[config.mk]
export PLATFORM = sky130hd
export DESIGN_NAME = oss_clip_cell
export DESIGN_NICKNAME = d
export VERILOG_FILES = /design/src/rtl/oss_pkg.sv /design/src/rtl/oss_clip_cell.sv
export SDC_FILE = /design/constraint.sdc
export NUM_CORES = 1
export LEC_CHECK = 0
export ABC_AREA = 1
export BUFFER_PORTS_ARGS = -buffer_cell sky130_fd_sc_hd__buf_2
export CAP_MARGIN = 0
export CORE_MARGIN = 8
export CORE_UTILIZATION = 60
export DETAILED_ROUTE_END_ITERATION = 6
export GPL_ROUTABILITY_DRIVEN = 1
export PLACE_DENSITY = 0.81
export REMOVE_ABC_BUFFERS = 1
export SLEW_MARGIN = 20
export SYNTH_ARGS = -nofsm -noshare
export SYNTH_HDL_FRONTEND = slang
export SYNTH_SLANG_ARGS = --single-unit
[constraint.sdc]
create_clock -name clk_i -period 6.4 [get_ports clk_i]
set_clock_uncertainty 0.2 [all_clocks]
set_input_delay 1.28 -clock clk_i [delete_from_list [all_inputs] [get_ports clk_i]]
set_output_delay 1.28 -clock clk_i [all_outputs]
set_load 0.05 [all_outputs]
[src/rtl/oss_pkg.sv]
// ----------------------------------------------------------------------------
// oss_pkg: shared types and constants of the oversampled soft saturator
// Fixed-point widths, chain geometry, filter coefficients and helpers.
// ----------------------------------------------------------------------------
package oss_pkg;

  localparam int OVERSAMPLE    = 8;
  localparam int FILTER_STAGES = 6;
  localparam int DC_STAGES     = 2;
  localparam int NUM_CELLS     = 2 * FILTER_STAGES + DC_STAGES + 1;

  // one beat per sub-sample hop, long enough for the bit-serial divider
  localparam int BEAT_LEN   = 32;
  localparam int BEAT_W     = $clog2(BEAT_LEN);
  localparam int CLIP_ITERS = 30;

  localparam int SIG_W  = 48;
  localparam int COEF_W = 32;
  localparam int SMP_W  = 24;
  localparam int GAIN_W = 24;
  localparam int CFG_IDX_W  = 3;
  localparam int CFG_DATA_W = 32;

  // register indexes of the config port
  localparam logic [CFG_IDX_W-1:0] CFG_DRIVE_GAIN = 3'd0;
  localparam logic [CFG_IDX_W-1:0] CFG_BYPASS     = 3'd1;
  localparam logic [CFG_IDX_W-1:0] CFG_DC_B0      = 3'd2;
  localparam logic [CFG_IDX_W-1:0] CFG_DC_B1      = 3'd3;
  localparam logic [CFG_IDX_W-1:0] CFG_DC_B2      = 3'd4;
  localparam logic [CFG_IDX_W-1:0] CFG_DC_A1      = 3'd5;
  localparam logic [CFG_IDX_W-1:0] CFG_DC_A2      = 3'd6;

  typedef struct packed {
    logic signed [COEF_W-1:0] b0;
    logic signed [COEF_W-1:0] b1;
    logic signed [COEF_W-1:0] b2;
    logic signed [COEF_W-1:0] a1;
    logic signed [COEF_W-1:0] a2;
  } coef_t;

  // sideband that travels with each sub-sample
  typedef struct packed {
    logic                    valid;
    logic                    final_sub;
    logic                    last;
    logic signed [SMP_W-1:0] sample;
  } meta_t;

  // shared beat timing
  typedef struct packed {
    logic [BEAT_W-1:0] cnt;
    logic              adv;
  } beat_t;

  localparam coef_t DC_RESET = '{
    b0: 32'sd1073697903, b1: 32'sd0, b2: -32'sd1073697903,
    a1: 32'sd87842, a2: -32'sd1073653982};

  function automatic coef_t fixed_coef(input int stage);
    coef_t c;
    c = '{b0: 32'sd1073741824, b1: 32'sd0, b2: 32'sd0, a1: 32'sd0, a2: 32'sd0};
    unique case (stage)
      0: c = '{b0: 32'sd27991, b1: 32'sd32072, b2: 32'sd27991,
               a1: -32'sd1416104405, a2: 32'sd469399123};
      1: c = '{b0: 32'sd1073741824, b1: -32'sd859268337, b2: 32'sd1073741824,
               a1: -32'sd1484995680, a2: 32'sd533194420};
      2: c = '{b0: 32'sd1073741824, b1: -32'sd1525604596, b2: 32'sd1073741824,
               a1: -32'sd1597588248, a2: 32'sd638246099};
      3: c = '{b0: 32'sd1073741824, b1: -32'sd1758144863, b2: 32'sd1073741824,
               a1: -32'sd1725374262, a2: 32'sd759287941};
      4: c = '{b0: 32'sd1073741824, b1: -32'sd1853385762, b2: 32'sd1073741824,
               a1: -32'sd1852526769, a2: 32'sd882783283};
      5: c = '{b0: 32'sd1073741824, b1: -32'sd1889774873, b2: 32'sd1073741824,
               a1: -32'sd1976876810, a2: 32'sd1008040636};
      default: c = '{b0: 32'sd1073741824, b1: 32'sd0, b2: 32'sd0,
                     a1: 32'sd0, a2: 32'sd0};
    endcase
    return c;
  endfunction

  function automatic logic signed [SIG_W-1:0] sat48(input logic signed [63:0] v);
    logic signed [63:0] hi;
    logic signed [63:0] lo;
    hi = 64'sd140737488355327;
    lo = -64'sd140737488355328;
    if (v > hi) return hi[SIG_W-1:0];
    if (v < lo) return lo[SIG_W-1:0];
    return v[SIG_W-1:0];
  endfunction

endpackage

[src/rtl/oss_clip_cell.sv]
// ----------------------------------------------------------------------------
// oss_clip_cell: soft clipper x/(1+|x|) of the chain
// Restoring divider, one quotient bit per cycle, rounded on the last step.
// ----------------------------------------------------------------------------
module oss_clip_cell (
  input  logic                              clk_i,
  input  logic                              rst_ni,
  input  oss_pkg::beat_t                    beat_i,
  input  logic signed [oss_pkg::SIG_W-1:0]  x_i,
  input  oss_pkg::meta_t                    meta_i,
  output logic signed [oss_pkg::SIG_W-1:0]  y_o,
  output oss_pkg::meta_t                    meta_o
);
  import oss_pkg::*;

  logic signed [SIG_W-1:0] x_q, y_q;
  meta_t                   meta_q;
  logic [48:0]             rem_q;
  logic [29:0]             quo_q;

  logic [SIG_W-1:0] mag;
  logic [48:0]      den, src;
  logic [49:0]      shl;
  logic             ge;
  logic [30:0]      qr;

  always_comb begin
    mag = x_q[SIG_W-1] ? SIG_W'(-x_q) : x_q;
    den = {1'b0, mag} + 49'd1073741824;
    src = (beat_i.cnt == '0) ? {1'b0, mag} : rem_q;
    shl = {src, 1'b0};
    ge  = shl >= {1'b0, den};
    qr  = {1'b0, quo_q} + 31'({rem_q, 1'b0} >= {1'b0, den});
  end

  always_ff @(posedge clk_i) begin
    if (beat_i.cnt < BEAT_W'(CLIP_ITERS)) begin
      rem_q <= ge ? 49'(shl - {1'b0, den}) : shl[48:0];
      quo_q <= (beat_i.cnt == '0) ? 30'(ge) : {quo_q[28:0], ge};
    end
    if (beat_i.cnt == BEAT_W'(CLIP_ITERS))
      y_q <= x_q[SIG_W-1] ? -SIG_W'(qr) : SIG_W'(qr);
    if (beat_i.adv) x_q <= x_i;
  end

  always_ff @(posedge clk_i or negedge rst_ni) begin
    if (!rst_ni) begin
      meta_q <= '0;
    end else if (beat_i.adv) begin
      meta_q <= meta_i;
    end
  end

  assign y_o    = y_q;
  assign meta_o = meta_q;

endmodule
==> reports/metrics.cfg <==
[detailed_routing]
ant_nets=0
routed-wl-met2_um=22190
avgRoutedWirePerCell_um=17.41
routed.top_layer=met5
drt-met1-wl_um=18080
wl_met3_um=3670
drtIter0Drc=1302
vias_per_cell=5.555
vias=14720
drt_pass1_iterations=7
wirelength_um=46120
remaining_drc_errors=0

[worst_hold_path]
hold_path_class=reg -> reg
whs_path_depth=1
hold_end=meta_o[9]
min-delay-start=meta_o[9]

[power]
leakage_nw=9.375
seqPwrFrac=0.254
internal_power_w=0.004609
ir_drop_mv=0.3149
swShare=0.4503
pwr-share-comb=0.577
powerDensity_mw_per_mm2=429.4
pwr-share-clk=0.169
p_sw_w=0.003776

[setup_path]
startpoint_type=register
crit_top_cell=nand2_1
critPathMaxStageDelay_ns=0.46
reg2reg_to=y_o[27]
reg2reg_slack_ns=-0.22
critical_path_required_ns=6.46
timing.critical_path.to_type=register
crit_path_top_delay_cell=edfxtp_1
r2r_start=x_q[0]
path_max_fanout=3
r2r_cells=35
arrival_ns=6.68
crit_type=reg -> reg

[die]
die_w_um=177.6
die_y_um=177.6
io_pins=158
die-area_mm2=0.03153
initial_utilization=0.6063
row_count=59
core-area_mm2=0.02584

[yosys]
synth_cells=1972
synth_cell_types=62
synth-edff-count=174
synth.cell_area_mm2=0.01567
synth_top_cell_by_area=edfxtp_1
ys_seq_area_frac=0.3767
yosysWarnings=0
ys.flop_type=edfxtp_1
synth-seq-cells=201
ys_top_cells_by_area=edfxtp_1, nand2_1, inv_1, ha_1, nor2_1
async_flop_share=0.1343
avgSynthCellArea_um2=7.944
yosysTopAreaCellShare=0.3335

[grt]
gr-total-overflow=0
grt_pass1_wl_um=69530
antenna_found_initial=1
grt_max_degree=80
grt_pass1_vias=14410
track_usage=0.2705

[cts]
cts-buffers-inserted=23
ctsHoldBuffers=0
cts-root-buf=clkbuf_16
cts_tree=built
cts.sinks=201
clock_latency_ns=0.53
htree_num_levels=1
clkTransAtPathRegs_ns=0.06
clock_path_buffers=3

[status]
violations=negative setup slack
status=finished with violations

[finish]
drive_gt1_frac=0.2952
mostFrequentLayoutCell=nand2_1
antenna_cells=0
register_area_mm2=0.005901
n_fill_cell=1867
fin_nets=2471
multi_input_area_mm2=0.009036
syn2layout_area_growth_pct=24.66
utilization=0.7558
mostFrequentLayoutCells=nand2_1, inv_1, edfxtp_1, buf_4, buf_2

[sta]
fin_ws_ns=-0.2211
finalHoldViolCount=0
max_clock_freq_ghz=0.1510
rsz0062_at_grt=yes
tightest_slew_ns=1.060
finalMaxSlewViolations=0
finalSetupViolCount=22
worst_hold_slack_ns=0.3036
max_slew_margin=0.2935
min_period_ns=6.621
fin_crit_sh=1.035

[run]
cap_violations=0

[placement]
gp_congestion=0.9813
place.port_buffers=157
hpwl_um=33140
pre_cts_ws_ns=-0.4317

## registers in the layout, indices dropped and copies added (netlist names)
signal,count
x_q,48
y_o,47
meta_o,27
rem_q,49
quo_q,30
## cell usage after synthesis, types with 4 or more instances
cell type and number:
a31oi_1 18, nand2_2 64, nand3b_1 8, o21ai_0 83, inv_2 7, nor2_1 196, nand3_2 10, o21ai_2 44
or2_2 4, o31ai_1 7, mux2_2 27, o21bai_1 4, nor4_1 6, edfxtp_1 174, buf_1 4, buf_6 9
a21oi_1 69, xor2_1 74, inv_1 300, xnor2_1 54, nand2_1 452, clkbuf_1 17, nand3_1 83, dfrtp_1 27
ha_1 88, nand4_1 38, nor2_2 12, o21ai_1 5, nor3_1 20, nor2_4 6, o21a_1 4, o211ai_1 5
nand3_4 4, nor3_2 4
## how the worst max path moves through the flow
stage | from | end
after global routing | x_q[7] | y_o[27]
after CTS | x_q[0] | y_o[38]
after global placement | x_q[0] | y_o[36]
final | x_q[0] | y_o[27]
after detailed placement | x_q[0] | y_o[39]
after floorplan | beat_i[3] | y_o[0]
## power by group through the flow
stage	logic, W	registers (W)	clock network (W)
after floorplan	0.00327	0.00215	0
after global placement	0.00441	0.00212	0
after detailed placement	0.00451	0.00213	0
after CTS	0.00459	0.00211	0.00143
after global routing	0.00536	0.00216	0.00148
final	0.00484	0.00213	0.00142
## metrics by stage
stage / power, W / TNS (ns) / std cells / cell area (um^2)
detailed placement: 0.006634 / -8.663 / 2569 / 17760
global placement: 0.006523 / -1.708 / 2569 / 17760
finish: 0.008384 / -2.298 / 2649 / 19530
floorplan: 0.005424 / -67.87 / 1938 / 15460
CTS: 0.008126 / 0 / 2610 / 18670
global route: 0.008998 / -11.55 / 2649 / 19530
## critical path: cells and delay by family, from the launching register on
family	cells	cell delay, ns
fa+ha+maj	4	0.78
simple gates	17	2.49
compound gates	4	0.99
xor+xnor	3	0.63
buf+inv	7	0.79
flops	1	0.46
## layout make-up
type / instances / area share
clock buffers: 25 / 0.02986
clock inverters: 15 / 0.01108
inverters: 308 / 0.05946
multi-input cells: 1429 / 0.4627
flip-flops and latches: 201 / 0.3022
well taps: 335 / 0.02146
repair buffers: 336 / 0.1132
## cell families (layout without fill, tap and decap cells)
| kind of cell | after synthesis | in the layout | synth area share |
|---|---|---|---|
| buffers and inverters | 343 | 684 | 0.08722 |
| and+or+nand+nor | 923 | 923 | 0.2700 |
| AOI/OAI and AO/OA | 260 | 260 | 0.1033 |
| xor gates and xnor gates | 128 | 128 | 0.07157 |
| muxes | 27 | 27 | 0.01941 |
| DFF | 201 | 201 | 0.3767 |
| other | 1 | 2 | 0.0002394 |
| adders and majority gates | 89 | 89 | 0.07157 |
## layer usage
metal,global-route usage,vias up
li1,-,7143
met1,0.3283,6716
met2,0.4684,709
met3,0.05000,145
met4,0.1073,2
met5,0,-
## timing repair
action,in CTS,in global routing
hold endpoints to repair,0,0
buffers inserted,1,39
gates resized for setup,21,142
pin swaps,2,72
endpoints found under the setup margin,28,32
No activity file was read; power rests on OpenSTA's default activity.
