### src/rtl/oss_pkg.sv
// ----------------------------------------------------------------------------
// oss_pkg: shared types and constants of the oversampled soft saturator
// Fixed-point widths, chain geometry, filter coefficients and helpers.
// ----------------------------------------------------------------------------
package oss_pkg;

  localparam int OVERSAMPLE    = 8;
  localparam int FILTER_STAGES = 6;
  localparam int DC_STAGES     = 2;
  localparam int NUM_CELLS     = 2 * FILTER_STAGES + DC_STAGES + 1;

  // one beat per sub-sample hop, long enough for the bit-serial divider
  localparam int BEAT_LEN   = 32;
  localparam int BEAT_W     = $clog2(BEAT_LEN);
  localparam int CLIP_ITERS = 30;

  localparam int SIG_W  = 48;
  localparam int COEF_W = 32;
  localparam int SMP_W  = 24;
  localparam int GAIN_W = 24;
  localparam int CFG_IDX_W  = 3;
  localparam int CFG_DATA_W = 32;

  // register indexes of the config port
  localparam logic [CFG_IDX_W-1:0] CFG_DRIVE_GAIN = 3'd0;
  localparam logic [CFG_IDX_W-1:0] CFG_BYPASS     = 3'd1;
  localparam logic [CFG_IDX_W-1:0] CFG_DC_B0      = 3'd2;
  localparam logic [CFG_IDX_W-1:0] CFG_DC_B1      = 3'd3;
  localparam logic [CFG_IDX_W-1:0] CFG_DC_B2      = 3'd4;
  localparam logic [CFG_IDX_W-1:0] CFG_DC_A1      = 3'd5;
  localparam logic [CFG_IDX_W-1:0] CFG_DC_A2      = 3'd6;

  typedef struct packed {
    logic signed [COEF_W-1:0] b0;
    logic signed [COEF_W-1:0] b1;
    logic signed [COEF_W-1:0] b2;
    logic signed [COEF_W-1:0] a1;
    logic signed [COEF_W-1:0] a2;
  } coef_t;

  // sideband that travels with each sub-sample
  typedef struct packed {
    logic                    valid;
    logic                    final_sub;
    logic                    last;
    logic signed [SMP_W-1:0] sample;
  } meta_t;

  // shared beat timing
  typedef struct packed {
    logic [BEAT_W-1:0] cnt;
    logic              adv;
  } beat_t;

  localparam coef_t DC_RESET = '{
    b0: 32'sd1073697903, b1: 32'sd0, b2: -32'sd1073697903,
    a1: 32'sd87842, a2: -32'sd1073653982};

  function automatic coef_t fixed_coef(input int stage);
    coef_t c;
    c = '{b0: 32'sd1073741824, b1: 32'sd0, b2: 32'sd0, a1: 32'sd0, a2: 32'sd0};
    unique case (stage)
      0: c = '{b0: 32'sd27991, b1: 32'sd32072, b2: 32'sd27991,
               a1: -32'sd1416104405, a2: 32'sd469399123};
      1: c = '{b0: 32'sd1073741824, b1: -32'sd859268337, b2: 32'sd1073741824,
               a1: -32'sd1484995680, a2: 32'sd533194420};
      2: c = '{b0: 32'sd1073741824, b1: -32'sd1525604596, b2: 32'sd1073741824,
               a1: -32'sd1597588248, a2: 32'sd638246099};
      3: c = '{b0: 32'sd1073741824, b1: -32'sd1758144863, b2: 32'sd1073741824,
               a1: -32'sd1725374262, a2: 32'sd759287941};
      4: c = '{b0: 32'sd1073741824, b1: -32'sd1853385762, b2: 32'sd1073741824,
               a1: -32'sd1852526769, a2: 32'sd882783283};
      5: c = '{b0: 32'sd1073741824, b1: -32'sd1889774873, b2: 32'sd1073741824,
               a1: -32'sd1976876810, a2: 32'sd1008040636};
      default: c = '{b0: 32'sd1073741824, b1: 32'sd0, b2: 32'sd0,
                     a1: 32'sd0, a2: 32'sd0};
    endcase
    return c;
  endfunction

  function automatic logic signed [SIG_W-1:0] sat48(input logic signed [63:0] v);
    logic signed [63:0] hi;
    logic signed [63:0] lo;
    hi = 64'sd140737488355327;
    lo = -64'sd140737488355328;
    if (v > hi) return hi[SIG_W-1:0];
    if (v < lo) return lo[SIG_W-1:0];
    return v[SIG_W-1:0];
  endfunction

endpackage

### src/rtl/oss_biquad_cell.sv
// ----------------------------------------------------------------------------
// oss_biquad_cell: one transposed direct form II biquad of the chain
// One shared 32x25 multiplier, ten half-products per beat, own two states.
// ----------------------------------------------------------------------------
module oss_biquad_cell (
  input  logic                              clk_i,
  input  logic                              rst_ni,
  input  oss_pkg::beat_t                    beat_i,
  input  oss_pkg::coef_t                    coef_i,
  input  logic signed [oss_pkg::SIG_W-1:0]  x_i,
  input  oss_pkg::meta_t                    meta_i,
  output logic signed [oss_pkg::SIG_W-1:0]  y_o,
  output oss_pkg::meta_t                    meta_o
);
  import oss_pkg::*;

  logic signed [SIG_W-1:0]  x_q;
  meta_t                    meta_q;
  logic signed [SIG_W-1:0]  s0_q, s1_q, y_q;
  logic signed [56:0]       p_q, h_q;
  logic signed [49:0]       r_q;
  logic signed [51:0]       a_q;

  logic signed [COEF_W-1:0] m_coef;
  logic signed [SIG_W-1:0]  m_sig;
  logic                     m_lo;
  logic signed [24:0]       m_opnd;
  logic signed [57:0]       t_sum, cm_sum;

  // product schedule: b0*x, b1*x, a1*y, b2*x, a2*y, hi half then lo half
  always_comb begin
    m_coef = coef_i.b0;
    m_sig  = x_q;
    m_lo   = beat_i.cnt[0];
    unique case (beat_i.cnt[BEAT_W-1:1])
      'd0:     m_coef = coef_i.b0;
      'd1:     m_coef = coef_i.b1;
      'd2:     begin m_coef = coef_i.a1; m_sig = y_q; end
      'd3:     m_coef = coef_i.b2;
      'd4:     begin m_coef = coef_i.a2; m_sig = y_q; end
      default: m_coef = coef_i.b0;
    endcase
    m_opnd = m_lo ? $signed({1'b0, m_sig[23:0]}) : $signed({m_sig[47], m_sig[47:24]});
  end

  // rounded recombination of the two halves
  always_comb begin
    t_sum  = $signed({28'b0, h_q[5:0], 24'b0}) + 58'(p_q) + 58'sd536870912;
    cm_sum = 58'(h_q >>> 6) + (t_sum >>> 30);
  end

  always_ff @(posedge clk_i) begin
    p_q <= m_coef * m_opnd;
    if (beat_i.cnt[0] && beat_i.cnt <= BEAT_W'(9)) h_q <= p_q;
    if (!beat_i.cnt[0] && beat_i.cnt >= BEAT_W'(2) && beat_i.cnt <= BEAT_W'(10))
      r_q <= cm_sum[49:0];
    if (beat_i.cnt == BEAT_W'(3)) y_q <= sat48(64'(s0_q) + 64'(r_q));
    if (beat_i.cnt == BEAT_W'(5)) a_q <= 52'(s1_q) + 52'(r_q);
    if (beat_i.cnt == BEAT_W'(9)) a_q <= 52'(r_q);
    if (beat_i.adv) x_q <= x_i;
  end

  always_ff @(posedge clk_i or negedge rst_ni) begin
    if (!rst_ni) begin
      meta_q <= '0;
      s0_q   <= '0;
      s1_q   <= '0;
    end else begin
      if (beat_i.adv) meta_q <= meta_i;
      if (meta_q.valid && beat_i.cnt == BEAT_W'(7))
        s0_q <= sat48(64'(a_q) - 64'(r_q));
      if (meta_q.valid && beat_i.cnt == BEAT_W'(11))
        s1_q <= sat48(64'(a_q) - 64'(r_q));
    end
  end

  assign y_o    = y_q;
  assign meta_o = meta_q;

endmodule

### config.mk
export PLATFORM = sky130hd
export DESIGN_NAME = oss_biquad_cell
export DESIGN_NICKNAME = d
export VERILOG_FILES = /design/src/rtl/oss_pkg.sv /design/src/rtl/oss_biquad_cell.sv
export SDC_FILE = /design/constraint.sdc
export NUM_CORES = 2
export LEC_CHECK = 0
export ABC_AREA = 1
export CAP_MARGIN = 30
export CORE_UTILIZATION = 25
export CTS_BUF_LIST = sky130_fd_sc_hd__clkbuf_2 sky130_fd_sc_hd__clkbuf_4 sky130_fd_sc_hd__clkbuf_8
export DETAILED_ROUTE_END_ITERATION = 10
export DONT_BUFFER_PORTS = 1
export PLACE_DENSITY_LB_ADDON = 0.2
export REMOVE_ABC_BUFFERS = 1
export SYNTH_ARGS = -nofsm -noshare
export SYNTH_HDL_FRONTEND = slang
export SYNTH_SLANG_ARGS = --single-unit
### constraint.sdc
create_clock -name clk_i -period 10.5 [get_ports clk_i]
set_input_delay 1.05 -clock clk_i [delete_from_list [all_inputs] [get_ports clk_i]]
set_output_delay 1.05 -clock clk_i [all_outputs]
set_load 0.01 [all_outputs]
==> run summary <==
flops & latches, synth -> 433
Nets -> 8796
Clock Pin Slew Worst Setup and Hold Paths -> 60 ps
largest net degree at the start of global routing -> 124
Setup Buffers After CTS -> 0
most frequent cells in the layout -> nand2_1, inv_1, fa_1
gr usage total -> 20.42%
Routed Antenna Nets -> 0
# DRC -> 0
CTS tree -> done
vias per cell -> 4.643
Final Setup Violations -> 0
die extent in y -> 486.5 um
Slew Limit Fails -> 0
Critical Path RT -> 11150 ps
fraction of registers with async set/reset -> 28.41%
sequential-to-total area share from yosys stat -> 20.13%
Distinct cells, synth -> 66
Slew @ Worst Pin -> 946.9 ps
chip width -> 486.5 um
Routability Congestion -> 0.9472
CP Max Fanout -> 49
Starting Density -> 25.19%
slowest CP cell -> inv_1
die area -> 0.2367 mm^2
CTS Sinks -> 433
worst skew pair latency -> 790 ps
status -> complete, no violations
critical path arrival -> 10340 ps
CTS max path bufs -> 3
cell mode on critical path -> fa_1
Startpoint Class -> input port
Syn Inst Count -> 7375
crit share post-route -> 92.23%
Hold Vio Cnt, Final -> 0
critical path type -> input port to flip-flop
most common cell after layout, fill and taps aside -> nand2_1
total number of vias -> 49101
Relative slew margins -> 36.88%
Achievable Freq -> 0.1033 GHz
drt initial violations -> 3663
Ys Warns -> 0
dpl hpwl -> 207100 um
area of the multi-input gates -> 0.04078 mm^2
synthesis-to-finish area growth -> 9.731%
Final min period -> 9684 ps
I/O Buffers -> 0
CP Capture Type -> flip-flop
vias in the first global route -> 51655
RSZ-0062 raised after global routing -> false
drt pass-1 iters -> 5
Fin Hold WS -> 285.9 ps
first-pass GRT wire length -> 353900 um
main flop type after synthesis -> edfxtp_1
worst hold path type -> input port to asynchronous set/reset pin
worst stage delay on the critical path -> 740 ps
final core occ -> 27.64%
layout cells sized above 1 -> 5.666%
WL/cell -> 23.01 um
WP buf/inv -> 9
syn avg cell area -> 7.957 um^2
core area -> 0.2330 mm^2
Root Driver -> clkbuf_8
skew final -> 68.24 ps
Seq. cell area -> 0.01182 mm^2
Resized cells post-CTS -> 0
final wirelength -> 243300 um
I/O pins -> 318
antenna violations before repair -> 9
# fillers -> 25675
Overflow after GRT -> 0
Setup TNS -> 0 ps
Post-synth EDFFs -> 253
cell area after synthesis -> 0.05869 mm^2
Rows -> 177
Max Cap Violations -> 0
Max H-tree Level -> 3
critical path's top delay family -> adder cells
TritonCTS Buffers -> 79
Yosys cell counts, types with 116 or more instances:
master / number / area (um^2)
a21oi_1: 348 / 1742
buf_2: 116 / 580.6
dfrtp_1: 123 / 3078
edfxtp_1: 253 / 7597
fa_1: 823 / 16480
ha_1: 365 / 4567
inv_1: 1333 / 5004
nand2_1: 1831 / 6873
nand3_1: 233 / 1166
nor2_1: 810 / 3040
o21ai_0: 237 / 1186
xor2_1: 152 / 1331
what timing repair did:
item	in CTS	in global routing
endpoints found under the setup margin	0	0
hold endpoints to repair	123	0
hold buffers	1	0
state kept, by name, summed over array words and instances (netlist names):
name and cells:
p_q 57, h_q 56, a_q 51, r_q 50
s0_q 48, s1_q 48, x_q 48, y_o 48
meta_o 27
final timing paths:
check | startpoint | to | slack [ps] | cells past startpoint
worst max-delay path | beat_i[3] | p_q[45]$_DFF_P_ | 820 | 32
min in group clk_i | x_i[25] | x_q[25]$_DFFE_PP_ | 360 | 0
worst max register to register | y_o[4]$_SDFFCE_PN1N_ | p_q[45]$_DFF_P_ | 1970 | 27
max in group asynchronous | rst_ni | meta_o[26]$_DFFE_PN0P_ | 9660 | 1
worst min register to register | p_q[4]$_DFF_P_ | h_q[4]$_DFFE_PP_ | 380 | 0
worst min-delay path | rst_ni | s0_q[8]$_DFFE_PN0P_ | 290 | 1
logic make-up (layout without fill, tap and decap cells):
group,count (synthesis),after routing,share of synthesized area (%)
AO/OA/AOI/OAI,828,828,8.136
buffers and inverters,1571,1626,10.59
AND/OR/NAND/NOR,3086,3086,21.15
adder cells (fa/ha/maj),1188,1188,35.86
multiplexers,28,28,0.5351
XOR/XNOR,241,241,3.597
flip-flops,433,433,20.13
other,0,14,0
through the flow:
step / setup slack (ps) / std cells / cell area, um^2
final: 816.2 / 10576 / 64400
after global routing: 475.4 / 10576 / 64400
after CTS: 899.8 / 10562 / 64360
after detailed placement: 40.19 / 10415 / 62630
after global placement: -99.48 / 10410 / 62560
after floorplan: 81.60 / 7160 / 57560
per-layer routing:
metal,global-route usage [%],part of all wire [%],vias to the layer above
li1,-,-,22815
met1,26.06,43,24530
met2,35.63,49,1453
met3,2.385,4.5,303
met4,6.584,3.5,0
met5,0,0,-
area by class of cell:
cell class                 count  area share, %
clock buffer                 109          2.135
timing repair buffer         124          1.646
clock inverter                37         0.5071
multi-input combinational   5371          63.32
sequential                   433          18.35
inverter                    1356          7.904
antenna                       14        0.05440
tap                         3132          6.085
Power is left out: the tool's default activity adds up to more than one toggle a clock period on the data nets, which glitch-free logic cannot reach.
